--- config.mk ---
export PLATFORM = sky130hd
export DESIGN_NAME = uop_dependency_list
export DESIGN_NICKNAME = d
export VERILOG_FILES = /design/src/sv/udl_pkg.sv /design/src/sv/udl_ram.sv /design/src/sv/udl_seq.sv /design/src/sv/uop_dependency_list.sv
export VERILOG_INCLUDE_DIRS = /design/src /design/src/sv
export SDC_FILE = /design/constraint.sdc
export NUM_CORES = 2
export LEC_CHECK = 0
export BUFFER_PORTS_ARGS = -buffer_cell sky130_fd_sc_hd__buf_2
export CAP_MARGIN = 25
export CORE_MARGIN = 2
export CORE_UTILIZATION = 55
export DETAILED_ROUTE_END_ITERATION = 16
export PLACE_DENSITY = 0.72
export SYNTH_ARGS = -nofsm -noshare
export SYNTH_HDL_FRONTEND = slang
export SYNTH_SLANG_ARGS = --single-unit
--- constraint.sdc ---
create_clock -name clk -period 12.1 [get_ports clk]
set_input_delay 3.63 -clock clk [delete_from_list [all_inputs] [get_ports clk]]
set_output_delay 3.63 -clock clk [all_outputs]
set_load 0.01 [all_outputs]
--- src/sv/assert_macros.svh ---
`ifndef ASSERT_MACROS_SVH
`define ASSERT_MACROS_SVH

// same-cycle implication, sampled on clk, off while arst_n is low
`define UDL_ASSERT_IMP(lbl, ante, cons) \
	lbl: assert property (@(posedge clk) disable iff (!arst_n) (ante) |-> (cons)) \
		else $error("uop dependency list check failed");

// next-cycle implication, sampled on clk, off while arst_n is low
`define UDL_ASSERT_NXT(lbl, ante, cons) \
	lbl: assert property (@(posedge clk) disable iff (!arst_n) (ante) |=> (cons)) \
		else $error("uop dependency list check failed");

`endif

--- src/sv/udl_pkg.sv ---
package udl_pkg;

	localparam int LIST_DEPTH = 8;
	localparam int IDX_W = (LIST_DEPTH > 1) ? $clog2(LIST_DEPTH) : 1;
	localparam int CNT_W = $clog2(LIST_DEPTH + 1);
	// common width for small count compares
	localparam int CW = 8;

	localparam logic [1:0] KIND_ADD = 2'd0;
	localparam logic [1:0] KIND_REMOVE = 2'd1;
	localparam logic [1:0] KIND_GET = 2'd2;
	localparam logic [1:0] KIND_RESTART = 2'd3;

	localparam logic [2:0] ST_OK = 3'd0;
	localparam logic [2:0] ST_DUP = 3'd1;
	localparam logic [2:0] ST_FULL = 3'd2;
	localparam logic [2:0] ST_NOTFOUND = 3'd3;
	localparam logic [2:0] ST_RANGE = 3'd4;

	localparam logic [1:0] CFG_OWN_SEQUENCE = 2'd0;
	localparam logic [1:0] CFG_TYPE_OFFSET = 2'd1;
	localparam logic [1:0] CFG_IMPLICIT_INITIAL = 2'd2;

	typedef struct packed {
		logic [1:0] kind;
		logic [63:0] seq_value;
		logic [4:0] entry_index;
	} udl_in_t;

	typedef struct packed {
		logic [63:0] dep_value;
		logic [2:0] status;
		logic [3:0] implicit_left;
		logic [3:0] explicit_count;
	} udl_out_t;

	typedef struct packed {
		logic wr_en;
		logic [IDX_W-1:0] wr_addr;
		logic [63:0] wr_data;
		logic rd_en;
		logic [IDX_W-1:0] rd_addr;
	} udl_ram_req_t;

endpackage

--- src/sv/udl_ram.sv ---
module udl_ram import udl_pkg::*; (
	input logic clk,
	input udl_ram_req_t req,
	output logic [63:0] rd_data
);

	logic [63:0] mem_q [LIST_DEPTH];
	logic [63:0] rd_data_q;

	always_ff @(posedge clk) begin
		if (req.wr_en) begin
			mem_q[req.wr_addr] <= req.wr_data;
		end
		if (req.rd_en) begin
			rd_data_q <= mem_q[req.rd_addr];
		end
	end

	assign rd_data = rd_data_q;

endmodule

--- src/sv/udl_seq.sv ---
module udl_seq import udl_pkg::*; (
	input logic clk,
	input logic arst_n,
	input logic start,
	input udl_in_t item,
	input logic [63:0] own_sequence,
	input logic [7:0] type_offset,
	input logic [3:0] implicit_initial,
	input logic [63:0] rd_data,
	output udl_ram_req_t ram_req,
	output logic busy,
	output logic done,
	output udl_out_t result
);

	localparam logic [2:0] S_IDLE = 3'd0;
	localparam logic [2:0] S_BASE = 3'd1;
	localparam logic [2:0] S_CLASS = 3'd2;
	localparam logic [2:0] S_SCAN = 3'd3;
	localparam logic [2:0] S_DEC = 3'd4;
	localparam logic [2:0] S_MOVE = 3'd5;
	localparam logic [2:0] S_GETD = 3'd6;
	localparam logic [2:0] S_RESP = 3'd7;

	logic [2:0] state_q, state_d;
	logic [3:0] ic_q, ic_d;
	logic [CNT_W-1:0] len_q, len_d;
	logic done_q, done_d;
	logic vld_s1, vld_d;

	logic [1:0] kind_q, kind_d;
	logic [63:0] val_q, val_d;
	logic [4:0] idx_q, idx_d;
	logic [63:0] ob_q, ob_d;
	logic [63:0] base_q, base_d;
	logic [2:0] status_q, status_d;
	logic [63:0] dep_q, dep_d;
	logic [3:0] k_q, k_d;
	logic [63:0] mv_val_q, mv_val_d;
	logic [3:0] mv_cnt_q, mv_cnt_d;
	logic [CNT_W-1:0] rd_ptr_q, rd_ptr_d;
	logic [IDX_W-1:0] idx_s1, idx_s1_d;
	logic found_q, found_d;
	logic [IDX_W-1:0] pos_q, pos_d;
	logic last_hit_q, last_hit_d;
	logic [63:0] last_val_q, last_val_d;
	udl_out_t res_q, res_d;

	logic [63:0] diff;
	logic is_impl;
	logic k_big;
	logic [4:0] jdx;
	logic hit;

	assign diff = val_q - base_q;
	assign is_impl = (val_q >= base_q);
	assign k_big = (diff >= 64'(ic_q));
	assign jdx = idx_q - 5'(ic_q);
	assign hit = (rd_data == val_q);

	always_comb begin
		state_d = state_q;
		ic_d = ic_q;
		len_d = len_q;
		done_d = 1'b0;
		vld_d = vld_s1;
		kind_d = kind_q;
		val_d = val_q;
		idx_d = idx_q;
		ob_d = ob_q;
		base_d = base_q;
		status_d = status_q;
		dep_d = dep_q;
		k_d = k_q;
		mv_val_d = mv_val_q;
		mv_cnt_d = mv_cnt_q;
		rd_ptr_d = rd_ptr_q;
		idx_s1_d = idx_s1;
		found_d = found_q;
		pos_d = pos_q;
		last_hit_d = last_hit_q;
		last_val_d = last_val_q;
		res_d = res_q;
		ram_req = '0;
		case (state_q)
			S_IDLE: begin
				if (start) begin
					kind_d = item.kind;
					val_d = item.seq_value;
					idx_d = item.entry_index;
					ob_d = own_sequence - 64'(type_offset);
					status_d = ST_OK;
					dep_d = '0;
					if (item.kind == KIND_RESTART) begin
						ic_d = implicit_initial;
						len_d = '0;
						state_d = S_RESP;
					end else begin
						state_d = S_BASE;
					end
				end
			end
			S_BASE: begin
				base_d = ob_q - 64'(ic_q);
				rd_ptr_d = '0;
				vld_d = 1'b0;
				found_d = 1'b0;
				last_hit_d = 1'b0;
				state_d = (kind_q == KIND_ADD) ? S_SCAN : S_CLASS;
			end
			S_CLASS: begin
				if (kind_q == KIND_REMOVE) begin
					if (is_impl) begin
						if (k_big) begin
							status_d = ST_NOTFOUND;
							state_d = S_RESP;
						end else if ((CW'(len_q) + CW'(diff[3:0])) > CW'(LIST_DEPTH)) begin
							status_d = ST_FULL;
							state_d = S_RESP;
						end else begin
							k_d = diff[3:0];
							mv_cnt_d = diff[3:0];
							mv_val_d = base_q;
							state_d = S_MOVE;
						end
					end else if (len_q == '0) begin
						status_d = ST_NOTFOUND;
						state_d = S_RESP;
					end else begin
						state_d = S_SCAN;
					end
				end else begin
					if (idx_q < 5'(ic_q)) begin
						dep_d = base_q + 64'(idx_q);
						state_d = S_RESP;
					end else if (CW'(jdx) < CW'(len_q)) begin
						ram_req.rd_en = 1'b1;
						ram_req.rd_addr = jdx[IDX_W-1:0];
						state_d = S_GETD;
					end else begin
						status_d = ST_RANGE;
						state_d = S_RESP;
					end
				end
			end
			S_SCAN: begin
				if (rd_ptr_q != len_q) begin
					ram_req.rd_en = 1'b1;
					ram_req.rd_addr = rd_ptr_q[IDX_W-1:0];
					rd_ptr_d = rd_ptr_q + 1'b1;
					vld_d = 1'b1;
					idx_s1_d = rd_ptr_q[IDX_W-1:0];
				end else begin
					vld_d = 1'b0;
				end
				if (vld_s1) begin
					if (hit && !found_q) begin
						found_d = 1'b1;
						pos_d = idx_s1;
					end
					if (CNT_W'(idx_s1) == len_q - 1'b1) begin
						last_val_d = rd_data;
						last_hit_d = hit;
					end
				end
				if (rd_ptr_q == len_q && !vld_s1) begin
					state_d = S_DEC;
				end
			end
			S_DEC: begin
				if (kind_q == KIND_ADD) begin
					if (found_q) begin
						status_d = ST_DUP;
					end else if (len_q >= CNT_W'(LIST_DEPTH)) begin
						status_d = ST_FULL;
					end else begin
						ram_req.wr_en = 1'b1;
						ram_req.wr_addr = len_q[IDX_W-1:0];
						ram_req.wr_data = val_q;
						len_d = len_q + 1'b1;
					end
				end else begin
					if (last_hit_q) begin
						len_d = len_q - 1'b1;
					end else if (found_q) begin
						ram_req.wr_en = 1'b1;
						ram_req.wr_addr = pos_q;
						ram_req.wr_data = last_val_q;
						len_d = len_q - 1'b1;
					end else begin
						status_d = ST_NOTFOUND;
					end
				end
				state_d = S_RESP;
			end
			S_MOVE: begin
				if (mv_cnt_q == '0) begin
					ic_d = ic_q - k_q - 4'd1;
					state_d = S_RESP;
				end else begin
					ram_req.wr_en = 1'b1;
					ram_req.wr_addr = len_q[IDX_W-1:0];
					ram_req.wr_data = mv_val_q;
					len_d = len_q + 1'b1;
					mv_val_d = mv_val_q + 64'd1;
					mv_cnt_d = mv_cnt_q - 4'd1;
				end
			end
			S_GETD: begin
				dep_d = rd_data;
				state_d = S_RESP;
			end
			S_RESP: begin
				res_d.dep_value = dep_q;
				res_d.status = status_q;
				res_d.implicit_left = ic_q;
				res_d.explicit_count = 4'(len_q);
				done_d = 1'b1;
				state_d = S_IDLE;
			end
			default: begin
				state_d = S_IDLE;
			end
		endcase
	end

	always_ff @(posedge clk or negedge arst_n) begin
		if (!arst_n) begin
			state_q <= S_IDLE;
			ic_q <= '0;
			len_q <= '0;
			done_q <= 1'b0;
			vld_s1 <= 1'b0;
		end else begin
			state_q <= state_d;
			ic_q <= ic_d;
			len_q <= len_d;
			done_q <= done_d;
			vld_s1 <= vld_d;
		end
	end

	always_ff @(posedge clk) begin
		kind_q <= kind_d;
		val_q <= val_d;
		idx_q <= idx_d;
		ob_q <= ob_d;
		base_q <= base_d;
		status_q <= status_d;
		dep_q <= dep_d;
		k_q <= k_d;
		mv_val_q <= mv_val_d;
		mv_cnt_q <= mv_cnt_d;
		rd_ptr_q <= rd_ptr_d;
		idx_s1 <= idx_s1_d;
		found_q <= found_d;
		pos_q <= pos_d;
		last_hit_q <= last_hit_d;
		last_val_q <= last_val_d;
		res_q <= res_d;
	end

	assign busy = (state_q != S_IDLE);
	assign done = done_q;
	assign result = res_q;

endmodule

--- src/sv/uop_dependency_list.sv ---
// channel   direction  handshake                 word
// item      in         start high, busy low      udl_in_t
// result    out        done strobe, one cycle    udl_out_t
// config    in         cfg_valid and cfg_ready   cfg_index, cfg_data
//
// restart goes from accept straight to the response; get reads at most one list entry
// implicit remove writes one list entry per value moved, and moves none when refused
// add and explicit remove scan the whole list; explicit remove skips the scan when the list is empty
// one list entry is scanned a cycle; busy is low only when idle, also while done is high
// arst_n clears the state, the counts and the config registers; list entries are undefined until written
// results cannot be held off; cfg_ready is always high

`include "assert_macros.svh"

module uop_dependency_list import udl_pkg::*; (
	input logic clk,
	input logic arst_n,
	input logic start,
	output logic busy,
	input udl_in_t item,
	output logic done,
	output udl_out_t result,
	input logic cfg_valid,
	output logic cfg_ready,
	input logic [1:0] cfg_index,
	input logic [63:0] cfg_data
);

	logic [63:0] own_sequence_q;
	logic [7:0] type_offset_q;
	logic [3:0] implicit_initial_q;
	logic [63:0] rd_data;
	udl_ram_req_t ram_req;

	assign cfg_ready = 1'b1;

	always_ff @(posedge clk or negedge arst_n) begin
		if (!arst_n) begin
			own_sequence_q <= '0;
			type_offset_q <= '0;
			implicit_initial_q <= '0;
		end else if (cfg_valid && cfg_ready) begin
			case (cfg_index)
				CFG_OWN_SEQUENCE: own_sequence_q <= cfg_data;
				CFG_TYPE_OFFSET: type_offset_q <= cfg_data[7:0];
				CFG_IMPLICIT_INITIAL: implicit_initial_q <= cfg_data[3:0];
				default: begin
				end
			endcase
		end
	end

	udl_ram u_ram (
		.clk(clk),
		.req(ram_req),
		.rd_data(rd_data)
	);

	udl_seq u_seq (
		.clk(clk),
		.arst_n(arst_n),
		.start(start),
		.item(item),
		.own_sequence(own_sequence_q),
		.type_offset(type_offset_q),
		.implicit_initial(implicit_initial_q),
		.rd_data(rd_data),
		.ram_req(ram_req),
		.busy(busy),
		.done(done),
		.result(result)
	);

	`UDL_ASSERT_NXT(a_accept_busy, start && !busy, busy)
	`UDL_ASSERT_IMP(a_done_idle, done, !busy)
	`UDL_ASSERT_IMP(a_range_zero, done && result.status == ST_RANGE, result.dep_value == '0)
	`UDL_ASSERT_IMP(a_count_bound, done, CW'(result.explicit_count) <= CW'(LIST_DEPTH))

endmodule

==> flow_summary.yaml <==
timing:
  finalSetupTns_ns: 0
  slew_violations: 0
  setup_ws_ns: 5.67
  fin_worst_skew_ns: 0.0325
  clock.fmax_mhz: 156
  worst-slew-pin-transition_ns: 1.18
  hold_viol: 0
  finalCritPeriodShare_pct: 53.1
  setup_viol: 0
  rsz0062_at_grt: "no"
  fin_crit_ns: 6.43
  maxSlewHeadroom_pct: 21.5
finish:
  nets: 5120
  fin_util_pct: 61.8
  area_growth_pct: 11.5
  final_cell_mix: "edfxtp_1, nand2_1, nand3_1"
  nFillCells: 7570
  layout_commonest_cell: "edfxtp_1"
  drive_gt1_share_pct: 11.5
cts:
  post_cts_buffers: 0
  clk_latency_ns: 0.74
  cts_sinks: 1154
  cts_resized: 0
  numCtsBuffers: 114
  hold_buffers: 0
  clk_pin_slew_ns: 0.07
  cts_tree: "built"
  h-tree-depth: 3
  clockBufferDepth: 3
  root_buffer: "clkbuf_16"
drt:
  wl_um: 169000
  drc: 0
  drtIter0Drc: 5065
  drt.antenna.violating_nets: 0
  wl_per_cell_um: 27.1
  via_per_inst: 6.29
  vias: 39350
  drt_pre_antenna_iters: 6
run:
  maxCapViolations: 0
floorplan:
  initial_utilization_pct: 55.4
  row_count: 115
  ios: 219
  die_x_um: 319
  die_h_um: 319
  die_area_mm2: 0.102
  core_mm2: 0.0983
critical_path:
  crit_path_end_kind: "flop"
  cp.arrival_ns: 6.76
  cp.required_ns: 12.43
  crit_fanout: 68
  critical_path_class: "flop to flop"
  worst_setup_path_start_kind: "flop"
global_route:
  grt-ovfl-total: 0
  grt_pass1_vias: 36750
  gr-usage-all-layers_pct: 32.9
  grt_pass1_wl_um: 246000
  antenna_found_initial: 10
  grt_start_max_net_pins: 189
yosys:
  synth_top_area_share_pct: 58.7
  ys_warn_count: 0
  syn_area_per_cell_um2: 11.5
  synth.top_cells.by_area: "edfxtp_1, nand2_1, dfrtp_1, nand3_1, xnor2_1"
  yosysTopAreaCell: "edfxtp_1"
  netlist_area_mm2: 0.0545
  synth_edf_count: 1065
  syn-num-nets: 4967
  synth_cell_types: 87
  ys_seq_area_share_pct: 62.8
  synthCells: 4715
  synth_seq_cells: 1154
  async_flop_share_pct: 7.71
  synth-main-ff-cell: "edfxtp_1"
placed_design:
  place_congestion: 1.09
  dpl.hpwl_um: 119000
  place_ws_ns: 5.81
  port_buffers: 217
power:
  ir_worst_vdd_v: 0.000203
  p_per_area_mw_per_mm2: 227
  p_leak_nw: 22.1
hold_path:
  hp-class: "flop to flop"
run_status:
  outcome: "finished, final reports clean"
==> layout make-up <==
cell class	instances	area, um^2	area share (%)
Sequential cell	1154	34200	56.4
Multi-Input combinational cell	3144	18800	31.0
Clock buffer	162	3290	5.42
Tap cell	1287	1610	2.65
Timing Repair Buffer	263	1510	2.48
Inverter	191	717	1.18
Clock inverter	49	561	0.923
Antenna cell	1	2.50	0.00412
==> worst max-delay path: stages (launching register included) <==
cell and delay [ns]:
edfxtp_1 0.42, ha_1 0.28, fa_1 0.42, xnor2_1 0.52
ha_1 0.35, a21oi_1 0.30, o221ai_1 0.23, or4b_1 0.55
nor4_1 0.37, nand4_1 0.23, nor4_1 0.43, nand4_1 0.26
nor4_2 0.64, or2_2 0.21, buf_4 0.78
==> routing by layer <==
| layer | routed length, um | vias to the layer above | track usage, % | part of all wire (%) |
|---|---|---|---|---|
| li1 | - | 17494 | - | - |
| met1 | 68500 | 19366 | 46.4 | 40 |
| met2 | 76500 | 2115 | 50.5 | 45 |
| met3 | 15400 | 363 | 5.72 | 9.1 |
| met4 | 8600 | 12 | 14.3 | 5.1 |
| met5 | 66 | - | 0 | 0.039 |
==> cell families after synthesis <==
logic type | share of synthesized area, %
AND/OR/NAND/NOR | 16.1
flip-flops | 62.8
XOR/XNOR | 5.60
AO/OA/AOI/OAI | 8.11
multiplexers | 1.76
buffers and inverters | 2.96
adder cells (fa/ha/maj) | 2.65
other | 0.00689
==> cell usage after synthesis (81+ instances only) <==
| cell type | number |
|---|---|
| edfxtp_1 | 1065 |
| xor2_1 | 131 |
| nand2_1 | 921 |
| nor2_1 | 170 |
| nand4_1 | 81 |
| o21ai_0 | 293 |
| clkbuf_1 | 187 |
| a21oi_1 | 137 |
| ha_1 | 104 |
| dfrtp_1 | 89 |
| nand3_1 | 400 |
| inv_1 | 191 |
| xnor2_1 | 217 |
==> power breakdown <==
part / switching (mW) / internal, mW
clock: 1.52 / 2.09
combinational: 2.93 / 1.25
sequential: 0.614 / 5.41
total: 5.06 / 8.75
==> sequential cells by signal (all words and copies together), names as in the netlist, 5 cells and up <==
signal	flops
own_sequence_q	64
u_seq.last_val_q	64
u_seq.idx_q	5
type_offset_q	8
u_seq.result	75
u_seq.base_q	64
u_seq.val_q	64
u_ram.mem_q	512
u_ram.rd_data	64
u_seq.ob_q	64
u_seq.mv_val_q	64
u_seq.dep_q	64
==> metrics by stage <==
step / cells / cell area, um^2 / hold slack, ns / total power [mW]
final: 6251 / 60700 / 0.406 / 13.8
after global routing: 6250 / 60700 / 0.423 / 14.4
after CTS: 6247 / 60700 / 0.414 / 13.8
after detailed placement: 6036 / 56800 / 0.405 / 10.2
after global placement: 6034 / 56800 / 0.401 / 10.1
after floorplan: 4715 / 54500 / 0.400 / 8.46
==> worst paths after layout <==
path | startpoint | to | slack (ns) | cells after the start
hold / removal | u_seq.dep_q[35] | u_seq.result[46] | 0.41 | 0
max in group asynchronous | arst_n | u_seq.len_q[0] | 8.10 | 2
setup reg to reg | u_seq.base_q[0] | u_seq.mv_val_q[28] | 5.67 | 14
hold reg to reg | u_seq.dep_q[35] | u_seq.result[46] | 0.41 | 0
setup / recovery | u_seq.base_q[0] | u_seq.mv_val_q[28] | 5.67 | 14
min in group asynchronous | arst_n | own_sequence_q[16] | 2.79 | 1
Note: power is estimated with default switching activity, not from simulation.
